<file path="src/hdl/text_console_char_writer_defines.svh">
// assertion macros used by the back end of the text console writer rtl
`ifndef TEXT_CONSOLE_CHAR_WRITER_DEFINES_SVH
`define TEXT_CONSOLE_CHAR_WRITER_DEFINES_SVH

// antecedent implies consequent in the same cycle
`define TCCW_ASSERT_IMP(lbl, clk, rst, ante, cons) \
  lbl: assert property (@(posedge clk) disable iff (rst) (ante) |-> (cons)) \
    else $error("tccw check failed");

// antecedent implies consequent in the next cycle
`define TCCW_ASSERT_NXT(lbl, clk, rst, ante, cons) \
  lbl: assert property (@(posedge clk) disable iff (rst) (ante) |=> (cons)) \
    else $error("tccw check failed");

`endif

</file>
<file path="src/hdl/tccw_pkg.sv">
// types and constants of the text console character writer
package tccw_pkg;

  localparam int CHAR_W      = 8;
  localparam int ATTR_W      = 8;
  localparam int ENTRY_W     = 16;
  localparam int ADDR_W      = 11;
  localparam int ROW_W       = 5;
  localparam int COL_W       = 7;
  localparam int LIN_W       = 12;
  localparam int TAB_WIDTH   = 4;
  localparam int BEAT_W      = 2;
  localparam int DATA_W      = 40;

  localparam int COLUMNS_DEF = 80;
  localparam int ROWS_DEF    = 25;
  localparam int QDEPTH_DEF  = 4;

  localparam logic [ATTR_W-1:0] ATTR_RESET     = 8'd31;
  localparam logic [CHAR_W-1:0] CODE_NEWLINE   = 8'd10;
  localparam logic [CHAR_W-1:0] CODE_BACKSPACE = 8'd8;
  localparam logic [CHAR_W-1:0] CODE_TAB       = 8'd9;
  localparam logic [CHAR_W-1:0] CODE_SPACE     = 8'd32;

  typedef enum logic [1:0] {
    KIND_PRINT,
    KIND_NEWLINE,
    KIND_BACKSPACE,
    KIND_TAB
  } kind_t;

  typedef struct packed {
    kind_t             kind;
    logic [CHAR_W-1:0] ch;
  } q_item_t;

  typedef struct packed {
    logic               cell_write;
    logic [ADDR_W-1:0]  cell_address;
    logic [ENTRY_W-1:0] cell_entry;
    logic [ADDR_W-1:0]  cursor_position;
    logic               last_of_run;
  } result_t;

endpackage

</file>
<file path="src/hdl/tccw_front.sv">
// front end: accepts character words and classifies them into queue entries
module tccw_front (
  input  logic              in_valid,
  output logic              in_ready,
  input  logic [7:0]        char_code,
  input  logic              q_full,
  output logic              q_push,
  output tccw_pkg::q_item_t q_item
);
  import tccw_pkg::*;

  kind_t kind;

  always_comb begin
    case (char_code)
      CODE_NEWLINE:   kind = KIND_NEWLINE;
      CODE_BACKSPACE: kind = KIND_BACKSPACE;
      CODE_TAB:       kind = KIND_TAB;
      default:        kind = KIND_PRINT;
    endcase
  end

  assign in_ready    = !q_full;
  assign q_push      = in_valid && !q_full;
  assign q_item.kind = kind;
  assign q_item.ch   = (kind == KIND_TAB) ? CODE_SPACE : char_code;

endmodule

</file>
<file path="src/hdl/tccw_queue.sv">
// short fifo between front end and back end
module tccw_queue #(
  parameter int DEPTH = tccw_pkg::QDEPTH_DEF
) (
  input  logic              clk,
  input  logic              rst,
  input  logic              push,
  input  tccw_pkg::q_item_t item_in,
  output logic              full,
  output logic              valid,
  output tccw_pkg::q_item_t item_out,
  input  logic              pop
);
  import tccw_pkg::*;

  localparam int PTR_W = (DEPTH > 1) ? $clog2(DEPTH) : 1;
  localparam int CNT_W = $clog2(DEPTH + 1);

  q_item_t            mem [DEPTH];
  logic [PTR_W-1:0]   wr_ptr;
  logic [PTR_W-1:0]   rd_ptr;
  logic [CNT_W-1:0]   count;
  logic               do_push;
  logic               do_pop;

  assign full     = (count == CNT_W'(DEPTH));
  assign valid    = (count != '0);
  assign item_out = mem[rd_ptr];
  assign do_push  = push && !full;
  assign do_pop   = pop && valid;

  always_ff @(posedge clk) begin
    if (do_push) begin
      mem[wr_ptr] <= item_in;
    end
  end

  always_ff @(posedge clk) begin
    if (rst) begin
      wr_ptr <= '0;
      rd_ptr <= '0;
      count  <= '0;
    end else begin
      if (do_push) begin
        wr_ptr <= (wr_ptr == PTR_W'(DEPTH - 1)) ? '0 : wr_ptr + 1'b1;
      end
      if (do_pop) begin
        rd_ptr <= (rd_ptr == PTR_W'(DEPTH - 1)) ? '0 : rd_ptr + 1'b1;
      end
      case ({do_push, do_pop})
        2'b10:   count <= count + 1'b1;
        2'b01:   count <= count - 1'b1;
        default: count <= count;
      endcase
    end
  end

endmodule

</file>
<file path="src/hdl/tccw_back.sv">
// back end: cursor state, tab expansion and the registered result word
`include "text_console_char_writer_defines.svh"

module tccw_back #(
  parameter int COLUMNS = tccw_pkg::COLUMNS_DEF,
  parameter int ROWS    = tccw_pkg::ROWS_DEF
) (
  input  logic              clk,
  input  logic              rst,
  input  logic              cfg_valid,
  input  logic [7:0]        cfg_data,
  input  logic              q_valid,
  input  tccw_pkg::q_item_t q_item,
  output logic              q_pop,
  output logic              out_valid,
  input  logic              out_ready,
  output tccw_pkg::result_t out_word
);
  import tccw_pkg::*;

  logic [ATTR_W-1:0] colour_attr;
  logic [ROW_W-1:0]  row;
  logic [COL_W-1:0]  col;
  logic [LIN_W-1:0]  row_base;
  logic [LIN_W-1:0]  lin;
  logic [BEAT_W-1:0] beat;

  logic [ROW_W-1:0]  row_next;
  logic [COL_W-1:0]  col_next;
  logic [LIN_W-1:0]  row_base_next;
  logic [LIN_W-1:0]  lin_next;
  result_t           res;
  logic              take;
  logic              fire;
  logic              last_beat;
  logic              row_wrap;

  assign take      = !out_valid || out_ready;
  assign fire      = q_valid && take;
  assign last_beat = (q_item.kind != KIND_TAB) || (beat == BEAT_W'(TAB_WIDTH - 1));
  assign q_pop     = fire && last_beat;
  assign row_wrap  = (row == ROW_W'(ROWS - 1));

  always_comb begin
    row_next           = row;
    col_next           = col;
    row_base_next      = row_base;
    lin_next           = lin;
    res.cell_write     = 1'b1;
    res.cell_address   = lin[ADDR_W-1:0];
    res.cell_entry     = {colour_attr, q_item.ch};
    res.last_of_run    = last_beat;
    case (q_item.kind)
      KIND_NEWLINE: begin
        col_next         = '0;
        row_next         = row_wrap ? '0 : row + 1'b1;
        row_base_next    = row_wrap ? '0 : row_base + LIN_W'(COLUMNS);
        lin_next         = row_base_next;
        res.cell_write   = 1'b0;
        res.cell_address = '0;
        res.cell_entry   = '0;
      end
      KIND_BACKSPACE: begin
        if (col != '0) begin
          col_next = col - 1'b1;
          lin_next = lin - 1'b1;
        end else if (row != '0) begin
          row_next      = row - 1'b1;
          col_next      = COL_W'(COLUMNS - 1);
          row_base_next = row_base - LIN_W'(COLUMNS);
          lin_next      = lin - 1'b1;
        end
        res.cell_address = lin_next[ADDR_W-1:0];
        res.cell_entry   = {colour_attr, CODE_SPACE};
      end
      default: begin
        if (col == COL_W'(COLUMNS - 1)) begin
          col_next      = '0;
          row_next      = row_wrap ? '0 : row + 1'b1;
          row_base_next = row_wrap ? '0 : row_base + LIN_W'(COLUMNS);
          lin_next      = row_base_next;
        end else begin
          col_next = col + 1'b1;
          lin_next = lin + 1'b1;
        end
      end
    endcase
    res.cursor_position = lin_next[ADDR_W-1:0];
  end

  always_ff @(posedge clk) begin
    if (rst) begin
      colour_attr <= ATTR_RESET;
    end else if (cfg_valid) begin
      colour_attr <= cfg_data;
    end
  end

  always_ff @(posedge clk) begin
    if (rst) begin
      row       <= '0;
      col       <= '0;
      row_base  <= '0;
      lin       <= '0;
      beat      <= '0;
      out_valid <= 1'b0;
    end else begin
      if (fire) begin
        row      <= row_next;
        col      <= col_next;
        row_base <= row_base_next;
        lin      <= lin_next;
        beat     <= last_beat ? '0 : beat + 1'b1;
      end
      if (take) begin
        out_valid <= q_valid;
      end
    end
  end

  always_ff @(posedge clk) begin
    if (fire) begin
      out_word <= res;
    end
  end

  `TCCW_ASSERT_IMP(a_lin_tracks, clk, rst, 1'b1, lin == row_base + LIN_W'(col))
  `TCCW_ASSERT_IMP(a_cursor_range, clk, rst, 1'b1,
                   (col < COL_W'(COLUMNS)) && (row < ROW_W'(ROWS)))
  `TCCW_ASSERT_IMP(a_beat_in_tab, clk, rst, beat != '0,
                   q_valid && (q_item.kind == KIND_TAB))
  `TCCW_ASSERT_NXT(a_pop_fills_out, clk, rst, q_pop, out_valid && out_word.last_of_run)

endmodule

</file>
<file path="src/hdl/text_console_char_writer.sv">
// top level of the text console character writer
//
// input stream: one character code per word on s_axis_tdata[7:0]; newline,
// backspace and tab are control codes, every other byte is printed.
// output stream: one word per screen action; tab gives four words, every
// other code gives one, and tlast marks the final word of each character.
// config channel: cfg_data sets the attribute byte placed above each
// character; it is always ready and should be written while the stream idles.
// path: an accepted input word is written into the queue, then moved into the
// output register, where its first result word becomes valid.
// throughput: one output word per cycle while m_axis_tready stays high, set by
// the single back-end cursor update; a tab holds the queue head for four words.
// the queue between front and back end absorbs up to QUEUE_DEPTH input words
// while the receiver stalls; s_axis_tready drops once it is full, and the
// output word holds steady until it is taken.
// reset: cursor goes to the top-left cell, the attribute returns to 31 and
// the queue and output register are emptied.
module text_console_char_writer #(
  parameter int COLUMNS     = tccw_pkg::COLUMNS_DEF,
  parameter int ROWS        = tccw_pkg::ROWS_DEF,
  parameter int QUEUE_DEPTH = tccw_pkg::QDEPTH_DEF
) (
  input  logic                        clk,
  input  logic                        rst,
  input  logic                        s_axis_tvalid,
  output logic                        s_axis_tready,
  input  logic [7:0]                  s_axis_tdata,  // char_code
  output logic                        m_axis_tvalid,
  input  logic                        m_axis_tready,
  // cell_address, cell_entry, cursor_position, zero pad
  output logic [tccw_pkg::DATA_W-1:0] m_axis_tdata,
  output logic [0:0]                  m_axis_tuser,  // cell_write
  output logic                        m_axis_tlast,
  input  logic                        cfg_valid,
  output logic                        cfg_ready,
  input  logic [7:0]                  cfg_data
);
  import tccw_pkg::*;

  q_item_t push_item;
  q_item_t head_item;
  logic    q_push;
  logic    q_full;
  logic    q_valid;
  logic    q_pop;
  result_t word;

  assign cfg_ready = 1'b1;

  tccw_front u_front (
    .in_valid  (s_axis_tvalid),
    .in_ready  (s_axis_tready),
    .char_code (s_axis_tdata),
    .q_full    (q_full),
    .q_push    (q_push),
    .q_item    (push_item)
  );

  tccw_queue #(
    .DEPTH (QUEUE_DEPTH)
  ) u_queue (
    .clk      (clk),
    .rst      (rst),
    .push     (q_push),
    .item_in  (push_item),
    .full     (q_full),
    .valid    (q_valid),
    .item_out (head_item),
    .pop      (q_pop)
  );

  tccw_back #(
    .COLUMNS (COLUMNS),
    .ROWS    (ROWS)
  ) u_back (
    .clk       (clk),
    .rst       (rst),
    .cfg_valid (cfg_valid),
    .cfg_data  (cfg_data),
    .q_valid   (q_valid),
    .q_item    (head_item),
    .q_pop     (q_pop),
    .out_valid (m_axis_tvalid),
    .out_ready (m_axis_tready),
    .out_word  (word)
  );

  assign m_axis_tdata = {2'b00, word.cursor_position, word.cell_entry, word.cell_address};
  assign m_axis_tuser = word.cell_write;
  assign m_axis_tlast = word.last_of_run;

endmodule
</file>
<file path="config.mk">
export PLATFORM = sky130hd
export DESIGN_NAME = text_console_char_writer
export DESIGN_NICKNAME = d
export VERILOG_FILES = /design/src/hdl/tccw_pkg.sv /design/src/hdl/tccw_front.sv /design/src/hdl/tccw_queue.sv /design/src/hdl/tccw_back.sv /design/src/hdl/text_console_char_writer.sv
export VERILOG_INCLUDE_DIRS = /design/src /design/src/hdl
export SDC_FILE = /design/constraint.sdc
export NUM_CORES = 1
export LEC_CHECK = 0
export BUFFER_PORTS_ARGS = -buffer_cell sky130_fd_sc_hd__buf_2
export CAP_MARGIN = 25
export CORE_MARGIN = 1.5
export CORE_UTILIZATION = 25
export CTS_CLUSTER_DIAMETER = 60
export DETAILED_ROUTE_END_ITERATION = 7
export PLACE_DENSITY = 0.44
export SYNTH_ARGS = -nofsm -noshare
export SYNTH_HDL_FRONTEND = slang
export SYNTH_SLANG_ARGS = --single-unit
</file>
<file path="constraint.sdc">
create_clock -name clk -period 3.25 [get_ports clk]
set_input_delay 0.4875 -clock clk [delete_from_list [all_inputs] [get_ports clk]]
set_output_delay 0.4875 -clock clk [all_outputs]
set_load 0.01 [all_outputs]
</file>
==> results_dict.tcl, run 1 <==
set metrics [dict create \
    status "finished clean" \
    synth_top_area_share_pct 34.97 \
    layout.cells.non_filler 1063 \
    period_minus_slack_ns 2.890 \
    yosys_warnings 0 \
    ios 66 \
    track_usage_pct 12.65 \
    rsz0062_at_grt "no" \
    n_fill_cell 2765 \
    p_leak_nw 3.029 \
    numCtsBuffers 17 \
    async_flop_share_pct 0 \
    wirelength_mm 17.41 \
    layout-drive-gt1-share_pct 20.64 \
    first_global_vias 5024 \
    die_area_um2 28490 \
    cap_violations 0 \
    grt_pass1_wl_mm 27.92 \
    switchingPower_w 0.003943 \
    cp.arrival_ns 3.25 \
    r2r_slack_ns 0.36 \
    ys_seq_area_share_pct 50.70 \
    p_total_w 0.009202 \
    ant_nets 0 \
    synth_edf_count 80 \
    port_buffers 62 \
    htreeDepth 4 \
    wl_met2_mm 8.348 \
    grt_max_degree 34 \
    final_nets 751 \
    drc 0 \
    finalWeightedCongestion 0.8150 \
    peakVddDrop_mv 0.3887 \
    post_cts_buffers 0 \
    rows 60 \
    ys_types 84 \
    relSlewSlack_pct 47.02 \
    die_height_um 168.8 \
    syn_area_um2 6870 \
    synth_area_leader_cell "edfxtp_1" \
    wl_met1_mm 8.298 \
    dp_hpwl_mm 11.85 \
    insertion_delay_ns 0.44 \
    max_freq_ghz 0.3460 \
    worstMarginPinSlew_ns 0.7927 \
    final_core_util_pct 30.26 \
    drv_slew 0 \
    power.density_nw_per_um2 1128 \
    post-synth-top-count-cell "edfxtp_1" \
    rr_worst_depth 10 \
    clock-skew-final_ns 0.01355 \
    required_ns 3.61 \
    num_vias 5113 \
    netlist_instances 658 \
    startpoint_type "register" \
    dr.pass1.iters 4 \
    min_to "u_back.colour_attr[0]$_SDFFE_PP1P_" \
    clk_pin_slew_ns 0.07 \
    post_cts_resized 0 \
    cts_tree "yes" \
    swShare_pct 42.85 \
    p_clk_share_pct 22.4 \
    start_util_pct 25.49 \
    synth_area_leaders "edfxtp_1 (35%), dfxtp_1 (16%), ha_1 (3.6%)" \
    hold_buffers 0 \
    min_path_cells 3 \
    pwr-share-seq_pct 31.0 \
    area_growth_pct 18.70 \
    finalHoldViolCount 0 \
    hold_path_startpoint "cfg_data[0]" \
    initialDrtViolationCount 261 \
    vias_per_cell 4.810 \
    antenna_found_initial 0 \
    maxUsedRoutingLayer "met4" \
    cts.sinks 134 \
    cp-end-kind "register" \
    ys.flop_type "edfxtp_1" \
    die_w_um 168.8 \
    placed_cells 1031 \
    synth_common_cells "edfxtp_1 (80), dfxtp_1 (54), nand2_1 (49), a21oi_1 (46), nor2_1 (45)" \
    core_um2 26950 \
    cts_root_buf "clkbuf_16" \
    wl_per_cell_um 16.38 \
    antenna_cells 0 \
    min_path_type "in2reg" \
    setup_viol_count_final 0 \
    tns_ns 0 \
    r2r-end "u_queue.count[2]$_SDFFE_PP0P_" \
    postSynthAreaPerCell_um2 10.44 \
    wl_met3_um 520 \
    period_share_pct 88.92 \
    crit_path_max_fanout 4 \
    p_int_w 0.005259 \
    synth_seq_cells 134 \
    cts_buffer_depth 2 \
    p_comb_share_pct 46.6 \
    gr-total-overflow 0 \
    path_class "reg2reg" \
]
==> logic make-up after synthesis <==
logic type      after synthesis  synth area share, %
simple gates                212                16.39
compound gates              161                15.66
flops                       134                50.70
buf+inv                      82                5.063
xor+xnor                     23                2.932
mux                          23                5.209
fa+ha+maj                    21                3.934
other cells                   2               0.1093
==> flip-flops by register name, summed over array words and instances, names as in the netlist, named ones only <==
register            cells
u_back.beat             2
u_back.col              7
u_back.colour_attr      8
u_back.lin             11
u_back.out_valid        1
u_back.out_word        40
u_back.row              5
u_back.row_base        11
u_queue.count           3
u_queue.mem            40
u_queue.rd_ptr          2
u_queue.wr_ptr          2
==> per-layer routing <==
layer,vias up,track usage (%)
li1,2525,-
met3,19,2.315
met2,103,21.11
met5,-,0
met1,2466,16.48
met4,0,4.231
==> cells in the final DEF (no fill, tap or decap), types with 7 or more instances in the layout <==
cell,synthesis,routed
a21oi_1,46,46
a31oi_1,7,7
and2_1,15,15
and3_1,7,7
buf_2,5,62
buf_4,3,21
clkbuf_16,0,17
dfxtp_1,54,54
edfxtp_1,80,80
ha_1,20,20
inv_1,28,28
mux2i_1,11,11
mux4_2,10,10
nand2_1,49,49
nand3_1,16,16
nor2_1,45,45
nor2b_1,14,14
nor3_1,15,15
o21ai_0,34,34
o22ai_1,7,7
or3_1,10,10
xnor2_1,14,14
xor2_1,9,9
==> cell type report <==
class,instances,area (µm²),area share (%)
inverter,30,112.6,1.381
clock inverter,15,196.4,2.409
clock buffer,17,425.4,5.216
tap,341,426.7,5.232
multi-input combinational,443,3043,37.31
timing repair buffer,83,467.9,5.738
sequential,134,3483,42.71
==> worst max-delay path by stage <==
stage,startpoint,to,cells after the start
6_report,register,u_queue.count[2]$_SDFFE_PP0P_,10
5_1_grt,register,u_queue.count[2]$_SDFFE_PP0P_,10
4_1_cts,register,u_queue.count[2]$_SDFFE_PP0P_,10
3_5_place_dp,register,u_queue.count[2]$_SDFFE_PP0P_,10
3_3_place_gp,register,u_queue.count[2]$_SDFFE_PP0P_,10
2_1_floorplan,register,u_queue.count[2]$_SDFFE_PP0P_,11
==> worst max-delay path: stages (launching register included) <==
cell and delay [ns]:
dfxtp_1 0.39, mux4_2 0.55, ha_1 0.21, nor2b_1 0.16, nor2_1 0.23, ha_1 0.23, inv_1 0.06, fa_1 0.37
xor2_1 0.17, or3_1 0.30, a21oi_1 0.13
==> metrics by stage <==
| step | hold slack (ns) | worst slack, ns | area, µm² |
|---|---|---|---|
| 2_1_floorplan | 0.4302 | 0.04118 | 6874 |
| 3_3_place_gp | 0.4470 | 0.4022 | 7533 |
| 3_5_place_dp | 0.4485 | 0.3421 | 7533 |
| 4_1_cts | 0.2623 | 0.3211 | 8155 |
| 5_1_grt | 0.2860 | 0.1583 | 8155 |
| 6_report | 0.2715 | 0.3601 | 8155 |
==> power groups by stage <==
stage	Combinational (W)	Clock [W]	Sequential (W)
floorplan	0.00299	0	0.00286
global placement	0.00432	0	0.00289
detailed placement	0.00430	0	0.00288
CTS	0.00432	0.00212	0.00285
global route	0.00473	0.00218	0.00292
finish	0.00429	0.00207	0.00285
Power figures use the tool's default switching activity.
==> run 2: changes to the inputs <==
--- a/config.mk
+++ b/config.mk
@@ -8,11 +8,11 @@
 export LEC_CHECK = 0
 export BUFFER_PORTS_ARGS = -buffer_cell sky130_fd_sc_hd__buf_2
 export CAP_MARGIN = 25
-export CORE_MARGIN = 1.5
+export CORE_MARGIN = 2
 export CORE_UTILIZATION = 25
 export CTS_CLUSTER_DIAMETER = 60
 export DETAILED_ROUTE_END_ITERATION = 7
-export PLACE_DENSITY = 0.44
+export PLACE_DENSITY = 0.47
 export SYNTH_ARGS = -nofsm -noshare
 export SYNTH_HDL_FRONTEND = slang
 export SYNTH_SLANG_ARGS = --single-unit
==> constraint.sdc (replaced) <==
create_clock -name clk -period 2.5 [get_ports clk]
set_input_delay 0.375 -clock clk [delete_from_list [all_inputs] [get_ports clk]]
set_output_delay 0.375 -clock clk [all_outputs]
set_load 0.01 [all_outputs]
==> run 2 against run 1 <==
Effect of this change: the run now ends with negative setup slack left; total power grew 44%; clock power grew 28%; clock-buffer cell count is the same; core utilization grew 2.6 points; die area grew 1.2%; worst setup slack lost 0.43 ns; hold slack lost 0.11 ns; maximum frequency grew 13%; final cell count grew 5.3%; highest routed layer unchanged.
==> results_dict.tcl, run 2 (synthesis results as in run 1) <==
set metrics [dict create \
    status "finished, violations left" \
    violations "negative setup slack" \
    grt_pass1_wl_mm 28.60 \
    core_um2 26950 \
    cp-end-kind "register" \
    antenna_cells 0 \
    gr-total-overflow 0 \
    max_freq_ghz 0.3898 \
    p_comb_share_pct 52.4 \
    hold_buffers 0 \
    cp.arrival_ns 2.93 \
    numCtsBuffers 17 \
    wirelength_mm 17.98 \
    port_buffers 62 \
    worstMarginPinSlew_ns 0.7770 \
    largestRegisters "u_back.out_word x40, u_queue.mem x40" \
    layout-drive-gt1-share_pct 29.82 \
    drv_slew 0 \
    rsz0062_at_grt "yes" \
    swShare_pct 41.30 \
    vias_per_cell 4.791 \
    final_common_cell "edfxtp_1" \
    layout_common_cells "edfxtp_1 (80), buf_4 (70), buf_2 (62)" \
    cts_root_buf "clkbuf_16" \
    pwr-share-seq_pct 27.6 \
    insertion_delay_ns 0.43 \
    p_clk_share_pct 20.1 \
    period_share_pct 102.6 \
    cts_tree "yes" \
    peakVddDrop_mv 0.8742 \
    tns_ns -0.09443 \
    cts_buffer_depth 2 \
    place_area_um2 8020 \
    die_w_um 169.8 \
    power.density_nw_per_um2 1494 \
    finalHoldViolCount 0 \
    initialDrtViolationCount 323 \
    setup_viol_count_final 5 \
    hold_path_startpoint "cfg_data[2]" \
    antenna_found_initial 0 \
    r2r-end "u_queue.count[2]$_SDFFE_PP0P_" \
    min_path_type "in2reg" \
    startpoint_type "register" \
    switchingPower_w 0.005466 \
    ios 66 \
    final_nets 807 \
    holdWs_ns 0.1573 \
    fin_ws_ns -0.06525 \
    die_height_um 169.8 \
    finalWeightedCongestion 0.7974 \
    clock-skew-final_ns 0.02411 \
    min_to "u_back.colour_attr[2]$_SDFFE_PP1P_" \
    relSlewSlack_pct 48.07 \
    num_vias 5361 \
    htreeDepth 4 \
    first_global_vias 5239 \
    area_growth_pct 28.96 \
    r2r_slack_ns -0.07 \
    cap_violations 0 \
    p_leak_nw 3.382 \
    min_path_cells 3 \
    final_cell_area_um2 8860 \
    grt_max_degree 45 \
    crit_path_max_fanout 4 \
    dp_hpwl_mm 12.62 \
    p_int_w 0.007769 \
    start_util_pct 25.49 \
    track_usage_pct 12.84 \
    rows 60 \
    dr.pass1.iters 5 \
    rr_worst_depth 10 \
    required_ns 2.87 \
    drc 0 \
    wl_per_cell_um 16.07 \
    path_class "reg2reg" \
    clk_pin_slew_ns 0.06 \
    ant_nets 0 \
    period_minus_slack_ns 2.565 \
    die_area_um2 28820 \
    cts.sinks 134 \
]
run 2: cell count changes in the layout (fill, tap and decap cells not counted), moves of 3 or more:
cell,delta
buf_4,+49
buf_12,+6
a22oi_1,-4
a22oi_2,+4
ha_1,-3
inv_8,-3
nor2_1,-3
nor2b_1,-3
run 2: critical path, cell delays in order (launching register included):
cell and delay [ns]:
dfxtp_4 0.37, mux4_2 0.58, ha_4 0.19, nor2b_4 0.13, nor2_4 0.08, ha_2 0.19
inv_2 0.04, fa_2 0.32, xor2_1 0.15, or3_1 0.32, a21oi_2 0.11
run 2: power groups by stage:
| stage | combinational [W] | sequential [W] | clock [W] |
|---|---|---|---|
| 5_1_grt | 0.00763 | 0.00374 | 0.00283 |
| 4_1_cts | 0.00676 | 0.00365 | 0.00273 |
| 2_1_floorplan | 0.00397 | 0.00370 | 0 |
| 6_report | 0.00693 | 0.00365 | 0.00265 |
| 3_3_place_gp | 0.00655 | 0.00369 | 0 |
| 3_5_place_dp | 0.00654 | 0.00368 | 0 |
run 2: stage by stage:
| stage | setup slack (ns) | total power, W | std cells | utilization (%) |
|---|---|---|---|---|
| 6_report | -0.06525 | 0.01324 | 1119 | 32.87 |
| 5_1_grt | -0.1690 | 0.01419 | 1119 | 32.87 |
| 4_1_cts | -0.08113 | 0.01314 | 1116 | 32.44 |
| 3_5_place_dp | -0.2564 | 0.01022 | 1084 | 29.76 |
| 3_3_place_gp | -0.1619 | 0.01024 | 1084 | 29.76 |
| 2_1_floorplan | -0.1490 | 0.007671 | 659 | - |
run 2: layout make-up:
| cell class | instances | area, µm² |
|---|---|---|
| Fill cell | 2717 | 18090 |
| Sequential cell | 134 | 3487 |
| Multi-Input combinational cell | 443 | 3236 |
| Timing Repair Buffer | 139 | 967.2 |
| Tap cell | 341 | 426.7 |
| Clock buffer | 17 | 425.4 |
| Clock inverter | 15 | 203.9 |
| Inverter | 30 | 113.9 |
run 2: worst max-delay path by stage:
stage	from	to	slack (ns)	cells past startpoint
6_report	register	u_queue.count[2]$_SDFFE_PP0P_	-0.07	10
5_1_grt	register	u_queue.count[2]$_SDFFE_PP0P_	-0.17	10
4_1_cts	register	u_queue.count[2]$_SDFFE_PP0P_	-0.08	10
3_5_place_dp	register	u_back.lin[6]$_SDFFE_PP0P_	-0.26	9
3_3_place_gp	register	u_back.lin[6]$_SDFFE_PP0P_	-0.16	9
2_1_floorplan	register	u_queue.count[2]$_SDFFE_PP0P_	-0.15	11
run 2: timing repair:
action | CTS | global route
setup endpoints to repair | 41 | 28
setup buffers | 0 | 3
gates resized for setup | 18 | 17
pin swaps | 5 | 6
run 2: layer usage:
metal  vias up  part of all wire [%]  GRT usage, %
met2       116                    47         20.69
met4         0                   1.3         3.976
met5         -                     0             0
li1       2635                     -             -
met3        19                   4.1         2.822
met1      2591                    47         17.22
==> run 3: changes to the inputs <==
==> constraint.sdc (replaced) <==
create_clock -name clk -period 2.5 [get_ports clk]
set_input_delay 0.5 -clock clk [delete_from_list [all_inputs] [get_ports clk]]
set_output_delay 0.5 -clock clk [all_outputs]
set_load 0.01 [all_outputs]
==> run 3 against run 2 <==
Effect of this change: the flow still finishes with violations (negative setup slack); total power rose by 0.69%; sequential share of layout area up 0.078 points; hold slack better by 0.12 ns; critical path type unchanged.
==> results_dict.tcl, run 3 (synthesis results as in run 1) <==
set metrics [dict create \
    power.density_nw_per_um2 1507 \
    hold_buffers 0 \
    peakVddDrop_mv 0.5082 \
    die_w_um 169.8 \
    drv_slew 0 \
    final_cell_area_um2 8842 \
    place_area_um2 8005 \
    period_minus_slack_ns 2.558 \
    crit_slowest_cell "mux4_2" \
    finalWeightedCongestion 0.7970 \
    vias_per_cell 4.831 \
    startpoint_type "register" \
    cp.arrival_ns 2.93 \
    crit_path_max_fanout 4 \
    path_class "reg2reg" \
    max_freq_ghz 0.3909 \
    insertion_delay_ns 0.43 \
    swShare_pct 41.10 \
    cap_violations 0 \
    initialDrtViolationCount 359 \
    pwr-share-seq_pct 27.3 \
    core_um2 26950 \
    ios 66 \
    violations "negative setup slack" \
    worstMarginPinSlew_ns 0.7722 \
    required_ns 2.87 \
    p_int_w 0.007849 \
    antenna_cells 0 \
    cts_tree "yes" \
    wl_per_cell_um 15.87 \
    min_path_type "in2reg" \
    switchingPower_w 0.005478 \
    first_global_vias 5202 \
    htreeDepth 4 \
    p_leak_nw 3.387 \
    rows 60 \
    drc 0 \
    layout_common_cells "edfxtp_1 (80), buf_4 (71), buf_2 (62)" \
    finalHoldViolCount 0 \
    relSlewSlack_pct 47.80 \
    cts_root_buf "clkbuf_16" \
    numCtsBuffers 17 \
    clock-skew-final_ns 0.01031 \
    cts.sinks 134 \
    track_usage_pct 12.70 \
    p_clk_share_pct 20.1 \
    port_buffers 62 \
    dr.pass1.iters 4 \
    gr-total-overflow 0 \
    wirelength_mm 17.77 \
    grt_max_degree 35 \
    crit_chain "mux4_2 -> ha_4 -> nor2b_4 -> nor2_4 -> ha_2 -> inv_2 -> fa_2 -> xor2_1 -> or3_1 -> a21oi_2" \
    antenna_found_initial 0 \
    setup_viol_count_final 2 \
    status "finished, violations left" \
    final_common_cell "edfxtp_1" \
    period_share_pct 102.3 \
    layout-drive-gt1-share_pct 30.30 \
    area_growth_pct 28.70 \
    holdWs_ns 0.2800 \
    fin_ws_ns -0.05796 \
    die_area_um2 28820 \
    die_height_um 169.8 \
    p_comb_share_pct 52.6 \
    cts_buffer_depth 2 \
    ant_nets 0 \
    largestRegisters "u_back.out_word x40, u_queue.mem x40" \
    start_util_pct 25.49 \
    rsz0062_at_grt "yes" \
    clk_pin_slew_ns 0.07 \
    r2r_slack_ns -0.06 \
    dp_hpwl_mm 12.45 \
    cp-end-kind "register" \
    slowest_delay_ns 0.57 \
    final_nets 808 \
    grt_pass1_wl_mm 28.45 \
    num_vias 5411 \
]
==> run 3: changes by cell type in the layout (fill, tap and decap cells not counted), moves of 2 or more <==
cell,change
a21oi_1,-2
clkinv_8,-2
inv_8,+3
a21oi_2,+2
==> run 3: worst max-delay path, delay by kind of cell (launching register included) <==
kind | cells | cell delay [ns]
and+or+nand+nor | 3 | 0.53
DFF | 1 | 0.37
buffers and inverters | 1 | 0.04
adders and majority gates | 3 | 0.69
muxes | 1 | 0.57
xor gates and xnor gates | 1 | 0.16
AOI/OAI and AO/OA | 1 | 0.13
==> run 3: final cells by class <==
| cell class | instances | area [µm²] |
|---|---|---|
| flip-flops and latches | 134 | 3487 |
| clock buffers | 17 | 425.4 |
| well taps | 341 | 426.7 |
| multi-input cells | 443 | 3223 |
| repair buffers | 140 | 965.9 |
| fillers | 2711 | 18110 |
| inverters | 30 | 117.6 |
| clock inverters | 15 | 196.4 |
==> run 3: routing by layer <==
layer  routed length [µm]  up-vias  track usage, %  share of wire, %
li1                     -     2638               -                 -
met1                 8420     2617           17.01                47
met2                 8278      137           20.21                47
met3                  816       19           3.288               4.6
met4                  259        0           3.753               1.5
met5                    0        -               0                 0
==> run 3: what timing repair did <==
action | CTS | global route
pin swaps | 4 | 6
endpoints found under the setup margin | 38 | 20
buffers inserted | 1 | 5
resized for setup | 13 | 25
==> run 3: final timing paths <==
kind | startpoint | to | depth (start not counted)
worst max register to register | register | u_queue.count[2]$_SDFFE_PP0P_ | 10
worst min register to register | u_back.beat[1]$_SDFFE_PP0P_ | u_back.beat[1]$_SDFFE_PP0P_ | 2
worst min-delay path | cfg_data[3] | u_back.colour_attr[3]$_SDFFE_PP1P_ | 3
worst max-delay path | register | u_queue.count[2]$_SDFFE_PP0P_ | 10
==> run 3: power groups by stage <==
stage / clock network (W) / logic [W] / registers (W)
finish: 0.00268 / 0.00700 / 0.00364
global route: 0.00283 / 0.00769 / 0.00372
CTS: 0.00274 / 0.00668 / 0.00364
detailed placement: 0 / 0.00651 / 0.00367
global placement: 0 / 0.00654 / 0.00368
floorplan: 0 / 0.00397 / 0.00370
==> run 3: per-stage QoR <==
stage / util, % / power [W] / std cells / worst slack, ns / setup TNS [ns]
final: 32.81 / 0.01333 / 1120 / -0.05796 / -0.07073
after global routing: 32.81 / 0.01424 / 1120 / -0.1703 / -0.3486
after CTS: 32.27 / 0.01306 / 1115 / -0.06910 / -0.06910
after detailed placement: 29.70 / 0.01018 / 1082 / -0.2829 / -3.923
after global placement: 29.70 / 0.01023 / 1082 / -0.1842 / -2.473
after floorplan: - / 0.007671 / 659 / -0.1490 / -0.5878
